File: src/rtl/nmea_pkg.sv
// Package for the GGA sentence field extractor: character codes, field numbers,
// digit weights and the packed result type.
// No dependencies.
package nmea_pkg;

  localparam logic [7:0] CH_START = 8'h24;
  localparam logic [7:0] CH_LF    = 8'h0A;
  localparam logic [7:0] CH_NUL   = 8'h00;
  localparam logic [7:0] CH_COMMA = 8'h2C;
  localparam logic [7:0] CH_ZERO  = 8'h30;
  localparam logic [7:0] CH_NINE  = 8'h39;
  localparam logic [7:0] CH_ONE   = 8'h31;
  localparam logic [7:0] CH_TWO   = 8'h32;

  localparam int unsigned HDR_LEN = 5;

  localparam logic [3:0] FLD_TIME = 4'd1;
  localparam logic [3:0] FLD_LAT  = 4'd2;
  localparam logic [3:0] FLD_LON  = 4'd4;
  localparam logic [3:0] FLD_FIX  = 4'd6;
  localparam logic [3:0] FLD_SAT  = 4'd7;

  localparam int unsigned IN_WIDTH  = 8;
  localparam int unsigned OUT_WIDTH = 96;

  typedef struct packed {
    logic [6:0]  pad;
    logic        satellites_valid;
    logic [6:0]  satellites;
    logic        has_fix;
    logic        lon_valid;
    logic [19:0] lon_minutes_e4;
    logic [9:0]  lon_degrees;
    logic        lat_valid;
    logic [19:0] lat_minutes_e4;
    logic [6:0]  lat_degrees;
    logic [6:0]  utc_seconds;
    logic [6:0]  utc_minutes;
    logic [6:0]  utc_hours;
  } gga_result_t;

  function automatic logic [7:0] hdr_char(input logic [2:0] pos);
    case (pos)
      3'd0:    hdr_char = 8'h47;
      3'd1:    hdr_char = 8'h50;
      3'd2:    hdr_char = 8'h47;
      3'd3:    hdr_char = 8'h47;
      3'd4:    hdr_char = 8'h41;
      default: hdr_char = 8'h00;
    endcase
  endfunction

  function automatic logic [19:0] lat_min_w(input logic [3:0] pos);
    case (pos)
      4'd2:    lat_min_w = 20'd100000;
      4'd3:    lat_min_w = 20'd10000;
      4'd5:    lat_min_w = 20'd1000;
      4'd6:    lat_min_w = 20'd100;
      4'd7:    lat_min_w = 20'd10;
      4'd8:    lat_min_w = 20'd1;
      default: lat_min_w = 20'd0;
    endcase
  endfunction

  function automatic logic [19:0] lon_min_w(input logic [3:0] pos);
    case (pos)
      4'd3:    lon_min_w = 20'd100000;
      4'd4:    lon_min_w = 20'd10000;
      4'd6:    lon_min_w = 20'd1000;
      4'd7:    lon_min_w = 20'd100;
      4'd8:    lon_min_w = 20'd10;
      4'd9:    lon_min_w = 20'd1;
      default: lon_min_w = 20'd0;
    endcase
  endfunction

endpackage

File: src/rtl/nmea_gga_field_extractor_top.sv
// GGA sentence field extractor: parses a byte stream and emits one result per
// accepted GPGGA sentence at its line feed. Depends on nmea_pkg.
// A result is registered and valid in the cycle after the line feed transaction when
// the output register is free.
// Throughput: one byte per cycle while s_tready is high; the per-byte field accumulators set the rate.
// A two-entry output (result register plus skid register) keeps input open
// while one result waits; input stalls only when both are full.
// Reset: synchronous, active high; clears parser state and output valids.
module nmea_gga_field_extractor_top #(
  parameter int unsigned IN_W  = nmea_pkg::IN_WIDTH,
  parameter int unsigned OUT_W = nmea_pkg::OUT_WIDTH
) (
  input  logic             clk,
  input  logic             rst,
  input  logic             s_tvalid,
  output logic             s_tready,
  input  logic [IN_W-1:0]  s_tdata,   // [7:0] rx_byte
  output logic             m_tvalid,
  input  logic             m_tready,
  output logic [OUT_W-1:0] m_tdata    // utc_hours, utc_minutes, utc_seconds,
                                      // lat_degrees, lat_minutes_e4, lat_valid,
                                      // lon_degrees, lon_minutes_e4, lon_valid,
                                      // has_fix, satellites, satellites_valid
);

  logic        in_sentence;
  logic [2:0]  header_pos;
  logic        header_match;
  logic [3:0]  field_index;
  logic [3:0]  char_in_field;
  logic [6:0]  hours_acc;
  logic [6:0]  minutes_acc;
  logic [6:0]  seconds_acc;
  logic [6:0]  lat_deg_acc;
  logic [19:0] lat_min_acc;
  logic        lat_ok;
  logic [9:0]  lon_deg_acc;
  logic [19:0] lon_min_acc;
  logic        lon_ok;
  logic        fix_seen;
  logic [6:0]  sat_acc;
  logic [1:0]  sat_digits;

  nmea_pkg::gga_result_t out_reg;
  nmea_pkg::gga_result_t skid_reg;
  nmea_pkg::gga_result_t result_new;
  logic                  out_valid;
  logic                  skid_valid;

  logic       accept;
  logic       pop;
  logic       emit;
  logic [7:0] b;
  logic       isdig;
  logic [3:0] d;
  logic [7:0] b_off;
  logic       is_lf;

  assign b        = s_tdata[7:0];
  assign accept   = s_tvalid && s_tready;
  assign pop      = out_valid && m_tready;
  assign s_tready = !skid_valid;
  assign m_tvalid = out_valid;
  assign m_tdata  = OUT_W'(out_reg);

  assign isdig = b inside {[nmea_pkg::CH_ZERO : nmea_pkg::CH_NINE]};
  assign b_off = b - nmea_pkg::CH_ZERO;
  assign d     = isdig ? b_off[3:0] : 4'd0;
  assign is_lf = (b == nmea_pkg::CH_LF);
  assign emit  = accept && in_sentence && is_lf && header_match &&
                 (header_pos == 3'(nmea_pkg::HDR_LEN));

  always_comb begin
    result_new                  = '0;
    result_new.utc_hours        = hours_acc;
    result_new.utc_minutes      = minutes_acc;
    result_new.utc_seconds      = seconds_acc;
    result_new.lat_degrees      = lat_ok ? lat_deg_acc : 7'd0;
    result_new.lat_minutes_e4   = lat_ok ? lat_min_acc : 20'd0;
    result_new.lat_valid        = lat_ok;
    result_new.lon_degrees      = lon_ok ? lon_deg_acc : 10'd0;
    result_new.lon_minutes_e4   = lon_ok ? lon_min_acc : 20'd0;
    result_new.lon_valid        = lon_ok;
    result_new.has_fix          = fix_seen;
    result_new.satellites       = (sat_digits == 2'b11) ? sat_acc : 7'd0;
    result_new.satellites_valid = (sat_digits == 2'b11);
  end

  // parser state
  always_ff @(posedge clk) begin
    if (rst) begin
      in_sentence   <= 1'b0;
      header_pos    <= '0;
      header_match  <= 1'b0;
      field_index   <= '0;
      char_in_field <= '0;
      hours_acc     <= '0;
      minutes_acc   <= '0;
      seconds_acc   <= '0;
      lat_deg_acc   <= '0;
      lat_min_acc   <= '0;
      lat_ok        <= 1'b0;
      lon_deg_acc   <= '0;
      lon_min_acc   <= '0;
      lon_ok        <= 1'b0;
      fix_seen      <= 1'b0;
      sat_acc       <= '0;
      sat_digits    <= '0;
    end else if (accept && b != nmea_pkg::CH_NUL) begin
      if (b == nmea_pkg::CH_START) begin
        in_sentence   <= 1'b1;
        header_pos    <= '0;
        header_match  <= 1'b1;
        field_index   <= '0;
        char_in_field <= '0;
        hours_acc     <= '0;
        minutes_acc   <= '0;
        seconds_acc   <= '0;
        lat_deg_acc   <= '0;
        lat_min_acc   <= '0;
        lat_ok        <= 1'b0;
        lon_deg_acc   <= '0;
        lon_min_acc   <= '0;
        lon_ok        <= 1'b0;
        fix_seen      <= 1'b0;
        sat_acc       <= '0;
        sat_digits    <= '0;
      end else if (in_sentence) begin
        if (is_lf) begin
          in_sentence <= 1'b0;
        end else begin
          if (header_pos < 3'(nmea_pkg::HDR_LEN)) begin
            if (b != nmea_pkg::hdr_char(header_pos)) begin
              header_match <= 1'b0;
            end
            header_pos <= header_pos + 3'd1;
          end
          if (b == nmea_pkg::CH_COMMA) begin
            if (field_index != 4'd15) begin
              field_index <= field_index + 4'd1;
            end
            char_in_field <= '0;
          end else begin
            case (field_index)
              nmea_pkg::FLD_TIME: begin
                case (char_in_field)
                  4'd0:    hours_acc   <= hours_acc + 7'(d) * 7'd10;
                  4'd1:    hours_acc   <= hours_acc + 7'(d);
                  4'd2:    minutes_acc <= minutes_acc + 7'(d) * 7'd10;
                  4'd3:    minutes_acc <= minutes_acc + 7'(d);
                  4'd4:    seconds_acc <= seconds_acc + 7'(d) * 7'd10;
                  4'd5:    seconds_acc <= seconds_acc + 7'(d);
                  default: ;
                endcase
              end
              nmea_pkg::FLD_LAT: begin
                case (char_in_field)
                  4'd0:    lat_deg_acc <= lat_deg_acc + 7'(d) * 7'd10;
                  4'd1:    lat_deg_acc <= lat_deg_acc + 7'(d);
                  default: lat_min_acc <= lat_min_acc +
                                          20'(d) * nmea_pkg::lat_min_w(char_in_field);
                endcase
                if (char_in_field == 4'd8) begin
                  lat_ok <= 1'b1;
                end
              end
              nmea_pkg::FLD_LON: begin
                case (char_in_field)
                  4'd0:    lon_deg_acc <= lon_deg_acc + 10'(d) * 10'd100;
                  4'd1:    lon_deg_acc <= lon_deg_acc + 10'(d) * 10'd10;
                  4'd2:    lon_deg_acc <= lon_deg_acc + 10'(d);
                  default: lon_min_acc <= lon_min_acc +
                                          20'(d) * nmea_pkg::lon_min_w(char_in_field);
                endcase
                if (char_in_field == 4'd9) begin
                  lon_ok <= 1'b1;
                end
              end
              nmea_pkg::FLD_FIX: begin
                if (char_in_field == 4'd0 &&
                    (b == nmea_pkg::CH_ONE || b == nmea_pkg::CH_TWO)) begin
                  fix_seen <= 1'b1;
                end
              end
              nmea_pkg::FLD_SAT: begin
                if (isdig && char_in_field == 4'd0) begin
                  sat_acc       <= sat_acc + 7'(d) * 7'd10;
                  sat_digits[0] <= 1'b1;
                end else if (isdig && char_in_field == 4'd1) begin
                  sat_acc       <= sat_acc + 7'(d);
                  sat_digits[1] <= 1'b1;
                end
              end
              default: ;
            endcase
            if (char_in_field != 4'd15) begin
              char_in_field <= char_in_field + 4'd1;
            end
          end
        end
      end
    end
  end

  // result register with skid stage
  always_ff @(posedge clk) begin
    if (rst) begin
      out_valid  <= 1'b0;
      skid_valid <= 1'b0;
    end else if (skid_valid) begin
      if (pop) begin
        skid_valid <= 1'b0;
      end
    end else if (emit) begin
      if (!out_valid || pop) begin
        out_valid <= 1'b1;
      end else begin
        skid_valid <= 1'b1;
      end
    end else if (pop) begin
      out_valid <= 1'b0;
    end
  end

  always_ff @(posedge clk) begin
    if (skid_valid) begin
      if (pop) begin
        out_reg <= skid_reg;
      end
    end else if (emit) begin
      if (!out_valid || pop) begin
        out_reg <= result_new;
      end else begin
        skid_reg <= result_new;
      end
    end
  end

  a_skid_needs_out: assert property (@(posedge clk) disable iff (rst)
    skid_valid |-> out_valid)
    else $error("skid entry held without a result in the output register");

  a_lf_ends_sentence: assert property (@(posedge clk) disable iff (rst)
    accept && is_lf |=> !in_sentence)
    else $error("line feed did not close the sentence");

  a_lat_zero: assert property (@(posedge clk) disable iff (rst)
    out_valid && !out_reg.lat_valid |->
      out_reg.lat_degrees == 7'd0 && out_reg.lat_minutes_e4 == 20'd0)
    else $error("invalid latitude carries nonzero value");

  a_sat_zero: assert property (@(posedge clk) disable iff (rst)
    out_valid && !out_reg.satellites_valid |-> out_reg.satellites == 7'd0)
    else $error("invalid satellite count carries nonzero value");

  a_emit_lands: assert property (@(posedge clk) disable iff (rst)
    emit |=> out_valid)
    else $error("result lost after line feed");

endmodule
File: config.mk
export PLATFORM = sky130hd
export DESIGN_NAME = nmea_gga_field_extractor_top
export DESIGN_NICKNAME = d
export VERILOG_FILES = /design/src/rtl/nmea_pkg.sv /design/src/rtl/nmea_gga_field_extractor_top.sv
export SDC_FILE = /design/constraint.sdc
export NUM_CORES = 1
export LEC_CHECK = 0
export BUFFER_PORTS_ARGS = -buffer_cell sky130_fd_sc_hd__buf_4
export CAP_MARGIN = 30
export CELL_PAD_IN_SITES_DETAIL_PLACEMENT = 0
export CELL_PAD_IN_SITES_GLOBAL_PLACEMENT = 1
export CORE_MARGIN = 3
export CORE_UTILIZATION = 40
export CTS_CLUSTER_DIAMETER = 100
export CTS_CLUSTER_SIZE = 24
export DETAILED_ROUTE_END_ITERATION = 10
export HOLD_SLACK_MARGIN = 0.08
export PLACE_DENSITY = 0.72
export SYNTH_ARGS = -nofsm -noshare
export SYNTH_HDL_FRONTEND = slang
export SYNTH_SLANG_ARGS = --single-unit
File: constraint.sdc
create_clock -name clk -period 5.6 [get_ports clk]
set_input_delay 0.56 -clock clk [delete_from_list [all_inputs] [get_ports clk]]
set_output_delay 0.56 -clock clk [all_outputs]
set_load 0.02 [all_outputs]
Yosys cells after proc, flatten, opt, wreduce, memory -nomap -nowiden
Index checks and enable logic that the tools add are counted.
{ "classes": {"bitwise": 2, "eq_ne": 35, "mux": 139, "addsub": 19, "order_cmp": 3, "multipliers": 5, "reduce_logical": 65} }
{ "op_table": {"columns": ["cell", "count"], "rows": [
  ["20-bit two-way mux", 30],
  ["96-bit two-way mux", 4],
  ["17-bit one-hot mux with 6 select lines", 2],
  ["7-bit two-way mux", 29],
  ["6-bit AND reduction", 12],
  ["10-bit two-way mux", 6],
  ["7-bit one-hot mux with 2 select lines", 4],
  ["8-bit two-way mux", 6],
  ["4-bit two-way mux", 11],
  ["20-bit adder", 2],
  ["4-bit by 20-bit multiplier with 20-bit output", 2],
  ["1-bit two-way mux", 36],
  ["2-bit nonzero test", 18],
  ["7-bit by 4-bit adder with 7-bit output", 5],
  ["7-bit adder", 5],
  ["8-bit by 6-bit == test with 1-bit output, second input constant", 4],
  ["10-bit one-hot mux with 3 select lines", 1],
  ["4-bit by 3-bit == test with 1-bit output, second input constant", 7],
  ["7-bit one-hot mux with 3 select lines", 1],
  ["3-bit nonzero test", 5],
  ["4-bit by 2-bit == test with 1-bit output, second input constant", 3],
  ["3-bit two-way mux", 4],
  ["1-bit logical AND", 11],
  ["10-bit adder", 1],
  ["other kinds (36)", 59]
]} }
{ "word_totals": {"wordCells": 313, "out_inout_bits": 98, "reg_bits": 290} }

Logic depth before layout (Yosys ltp)
{ "depth": {"ltp_word": 18, "depth_mapped": 22, "ltp_nobuf": 19} }

Worst setup path after synthesis
Ideal clock, no wire load.
{ "synth_timing": {"path_type": "input to register", "startpoint": "in s_tdata[2]", "endpoint": "reg out_reg (netlist bit m_tdata[0]), enable pin", "required_ns": 5.034, "setup_ns": 0.566, "stages": 4, "arrival_time_ns": 5.578, "n_path_buf": 0, "setup_slack_ns": -0.544, "cell_sequence": "nor4_2 -> and3_4 -> nand2_1 -> a21oi_1"} }
{ "synth_between": {"elab_chain_len": 6} }
{ "synth_rtl": {"columns": ["item", "line", "source"], "rows": [
  ["start: declaration", "nmea_gga_field_extractor_top.sv:17", "input logic [IN_W-1:0] s_tdata,"],
  ["8-bit by 4-bit == test with 1-bit output", "nmea_gga_field_extractor_top.sv:69", "assign is_lf = (b == nmea_pkg::CH_LF);"],
  ["1-bit logical AND (3 in series)", "nmea_gga_field_extractor_top.sv:70", "assign emit = accept && in_sentence && is_lf && header_match &&"],
  ["2-bit nonzero test (no line)", null, null],
  ["3-bit AND reduction (no line)", null, null],
  ["end signal: assignment", "nmea_gga_field_extractor_top.sv:228", "out_reg <= skid_reg;"],
  ["end signal: assignment", "nmea_gga_field_extractor_top.sv:232", "out_reg <= result_new;"],
  ["end: declaration", "nmea_gga_field_extractor_top.sv:44", "nmea_pkg::gga_result_t out_reg;"]
]} }
No other way between the ends.
A chain may end at the register's enable or synchronous reset.

Worst setup path in the final report
{ "layout_timing": {"startpoint": "reg char_in_field[0]", "endpoint": "reg lon_min_acc[17]"} }
{ "layout_between": {"elab_chain_len": 18, "elab_cells_between_ends": 29, "classes_between": "add/sub (1); mul (1); eq/ne (9); mux (15); reduce/logical (3)"} }
{ "layout_rtl": {"columns": ["item", "line", "source"], "rows": [
  ["start: declaration", "nmea_gga_field_extractor_top.sv:30", "logic [3:0] char_in_field;"],
  ["start signal: assignment", "nmea_gga_field_extractor_top.sv:197", "char_in_field <= char_in_field + 4'd1;"],
  ["4-bit == test, or another cell as far along", "nmea_pkg.sv:66", "case (pos)"],
  ["17-bit one-hot mux with 6 select lines", "nmea_pkg.sv:66", null],
  ["20-bit two-way mux", "nmea_gga_field_extractor_top.sv:168", "case (char_in_field)"],
  ["20-bit two-way mux", "nmea_gga_field_extractor_top.sv:144", "case (field_index)"],
  ["20-bit two-way mux", "nmea_gga_field_extractor_top.sv:138", "if (b == nmea_pkg::CH_COMMA) begin"],
  ["20-bit two-way mux", "nmea_gga_field_extractor_top.sv:129", "if (is_lf) begin"],
  ["20-bit two-way mux", "nmea_gga_field_extractor_top.sv:128", "end else if (in_sentence) begin"],
  ["20-bit two-way mux", "nmea_gga_field_extractor_top.sv:110", "if (b == nmea_pkg::CH_START) begin"],
  ["[2 not listed]", null, null],
  ["4-bit by 20-bit multiplier with 20-bit output", "nmea_gga_field_extractor_top.sv:173", "20'(d) * nmea_pkg::lon_min_w(char_in_field);"],
  ["20-bit adder", "nmea_gga_field_extractor_top.sv:172", "default: lon_min_acc <= lon_min_acc +"],
  ["20-bit two-way mux", "nmea_gga_field_extractor_top.sv:168", null],
  ["20-bit two-way mux", "nmea_gga_field_extractor_top.sv:144", null],
  ["20-bit two-way mux", "nmea_gga_field_extractor_top.sv:138", null],
  ["20-bit two-way mux", "nmea_gga_field_extractor_top.sv:129", null],
  ["20-bit two-way mux", "nmea_gga_field_extractor_top.sv:128", null],
  ["20-bit two-way mux", "nmea_gga_field_extractor_top.sv:110", null],
  ["end signal: assignment", "nmea_gga_field_extractor_top.sv:172", null],
  ["end: declaration", "nmea_gga_field_extractor_top.sv:38", "logic [19:0] lon_min_acc;"]
]} }
Parallel ways exist; a longest one is shown, timed or not. The select of a mux whose other input is x is not followed.

==> impl_metrics.toml <==
[final_layout]
fillers = 4561
layout-drive-gt1-share = 0.140
final_common_cell = "inv_1"
final_area_um2 = 21200
synthToLayoutAreaGrowth_pct = 11.1
layout_common_cells = "inv_1, edfxtp_1, nor2_1, ha_1, buf_4"
layout.nets = 2245

[drt]
wl_met2_mm = 22.0
wl_met1_mm = 23.2
drcViolationCount = 0
drtAntennaViolNets = 0
drt-total-wl_mm = 48.3
dr.max_layer_used = "met4"
wl_met3_mm = 2.20
drt-initial-drc-count = 976
dr.pass1.iters = 6
vias_per_cell = 5.36
wl_per_cell_um = 18.5
vias = 14000

[placed_design]
dp_hpwl_mm = 36.0
place.port_buffers = 102
dp_slack_ns = 0.0628
gp_congestion = 0.883
placed_area_um2 = 20600

[power_and_ir_drop]
peakVddDrop_mv = 0.143
netSwitchingFraction = 0.230
seq_power_share = 0.601
clkPwrFrac = 0.376
p_per_area_nw_per_um2 = 172
p_int_uw = 2800
comb_power_share = 0.022
p_sw_uw = 836
p_leak_uw = 0.00916

[synthesis]
synth.area.mux_share = 0.0563
synthSimpleGateAreaFrac = 0.131
synth_top_flop_cell = "edfxtp_1"
synth_compound_area_frac = 0.135
ys_warn_count = 0
synthCells = 1906
syn_area_um2 = 19100
ys_ff_latch = 283
ys_types = 75
synth_xor_xnor_area_share = 0.0399
seq_area_frac_synth = 0.391
synth_edf_count = 178
synthArstFlopShare = 0
synthAdderAreaFrac = 0.190
synth_top_family_by_area = "adder cells"
avgSynthCellArea_um2 = 10.0

[critical_path]
critPathMaxStageDelay_ns = 0.54
cp.arrival_ns = 5.66
cp_slowest_cell = "fa_1"
critPathTopFamily = "adder cells"
startpoint_type = "flop"
path_max_fanout = 9
path_cells = "inv_1 > ha_1 > and2_0 > nor3_1 > nor2_1 > fa_1 > fa_1 > inv_1 > fa_1 > inv_1 > ha_1 > nand4_1 > o21ai_0 > nor3_1 > a21oi_1 > or3_1 > a32o_1"
worstPathRequired_ns = 6.02
worstSetupPathType = "flop to flop"
end_kind = "flop"
cp_num_buf_inv = 3

[timing]
fin_crit_sh = 0.935
worst_pin_slew_ns = 1.00
setup_tns_ns = 0
max_freq_ghz = 0.191
slew_headroom = 0.332
finalSetupViolations = 0
finalHoldViolations = 0
drv_slew = 0
finalClockSkew_ns = 0.0365
postLayoutSetupSlackWorst_ns = 0.364
finalCriticalPeriod_ns = 5.24
rsz0062_at_grt = "no"

[run_status]
status = "complete, no violations"

[global_route]
grt_pass1_vias = 13800
grt_pass1_wl_mm = 78.4
overflow = 0
track_usage = 0.193
antenna_found_initial = 1
grt_max_degree = 72

[clocking]
clkLatencyLatePin_ns = 0.54
cts_tree = "done"
htreeDepth = 1
cts_inserted_buffers = 17
ctsHoldBuffers = 0
cts.clk_slew.worst_paths_ns = 0.10
cts_root_buf = "clkbuf_16"
cts.sinks = 283
cts_max_path_buffers = 3

[floorplan]
fp.coreArea_um2 = 46900
dieArea_um2 = 50300
num_rows = 79
start_util = 0.407
die_w_um = 224
die_y_um = 224
boundaryPins = 110

[flow_run]
drv_cap = 0

[min_path]
min_path_type = "primary input to flop"
[kinds of logic (layout without fill, tap and decap cells)]
| logic type | Yosys count | count (layout) |
|---|---|---|
| AOI/OAI and AO/OA | 402 | 402 |
| xor gates and xnor gates | 86 | 86 |
| adders and majority gates | 238 | 238 |
| buffers and inverters | 279 | 372 |
| DFF | 283 | 283 |
| muxes | 96 | 96 |
| other | 1 | 8 |
| and+or+nand+nor | 521 | 521 |
[stage by stage]
stage	cells	total power, uW	util	hold slack [ns]
floorplan	1912	2290	-	0.426
global placement	2581	2310	0.440	0.458
detailed placement	2583	2310	0.441	0.462
CTS	2612	3690	0.452	0.193
global route	2613	3770	0.452	0.213
finish	2613	3640	0.452	0.227
[final cells by class]
cell class	instances	area (um^2)	area share
Antenna cell	1	2.50	0.000118
Clock buffer	23	448	0.0212
Clock inverter	6	70.1	0.00331
Inverter	203	766	0.0362
Multi-Input combinational cell	1350	10600	0.500
Sequential cell	283	7450	0.352
Tap cell	607	759	0.0359
Timing Repair Buffer	140	1100	0.0518
[path summary, 6_finish.rpt]
check                                 startpoint              end  slack [ns]  depth (start not counted)
worst max-delay path            char_in_field[0]  lon_min_acc[17]        0.36                         17
worst min-delay path                    m_tready       skid_valid        0.23                          2
worst max register to register  char_in_field[0]  lon_min_acc[17]        0.36                         17
worst min register to register    lon_deg_acc[0]   lon_deg_acc[0]        0.48                          2
[metal layers]
layer  global-route usage  up-vias
met5                    0        -
met4               0.0390        0
met3               0.0206       47
met2                0.313      305
met1                0.281     6808
li1                     -     6849
[cell usage after synthesis (4+ instances only)]
cell       count  area share
nand2b_1      12      0.0039
and3_1        18      0.0059
buf_1          6      0.0012
xnor2_1       56       0.026
a32o_1         5      0.0026
a31o_2         6      0.0028
buf_2          6      0.0016
o21ai_0       82       0.022
xor2_1        29       0.013
a22oi_1       24      0.0095
nor2b_1       17      0.0056
nand4_1       14      0.0046
fa_1          85       0.089
clkbuf_1      55       0.011
mux2_2        90       0.053
ha_1         153        0.10
a22o_1         9      0.0041
nor2_1       175       0.034
edfxtp_1     178        0.28
mux2i_1        6      0.0032
a21oi_1      122       0.032
a211o_1        5      0.0023
dfxtp_1      105        0.11
nand3_1       37      0.0097
o2111ai_1      6      0.0028
o21bai_1       9      0.0035
o21a_1         9      0.0035
and4_1         4      0.0018
o211ai_1       6      0.0024
inv_1        202       0.040
buf_4          7      0.0028
nand2_1      123       0.024
and2_1        67       0.022
a211oi_1      24      0.0095
o22ai_1       12      0.0039
or3_1          9      0.0030
a31oi_1       17      0.0056
nor3_1        27      0.0071
a21o_1        37       0.015
[what timing repair did]
item | CTS | global route
setup endpoints to repair | 0 | 2
buffers inserted | 0 | 0
gates resized for setup | 0 | 3
[power groups by stage]
| stage | Combinational, uW | Sequential (uW) | Clock [uW] |
|---|---|---|---|
| final | 80.6 | 2190 | 1370 |
| after global routing | 86.5 | 2190 | 1500 |
| after CTS | 79.7 | 2190 | 1420 |
| after detailed placement | 79.4 | 2230 | 0 |
| after global placement | 78.5 | 2230 | 0 |
| after floorplan | 53.0 | 2230 | 0 |
[worst reg2reg max path, stage by stage (launching register included)]
cell and delay [ns]:
dfxtp_1 0.43, inv_1 0.09, ha_1 0.32, and2_0 0.30
nor3_1 0.53, nor2_1 0.13, fa_1 0.48, fa_1 0.54
inv_1 0.05, fa_1 0.49, inv_1 0.04, ha_1 0.37
nand4_1 0.14, o21ai_0 0.13, nor3_1 0.32, a21oi_1 0.14
or3_1 0.36, a32o_1 0.24
(Power assumes the default switching activity.)
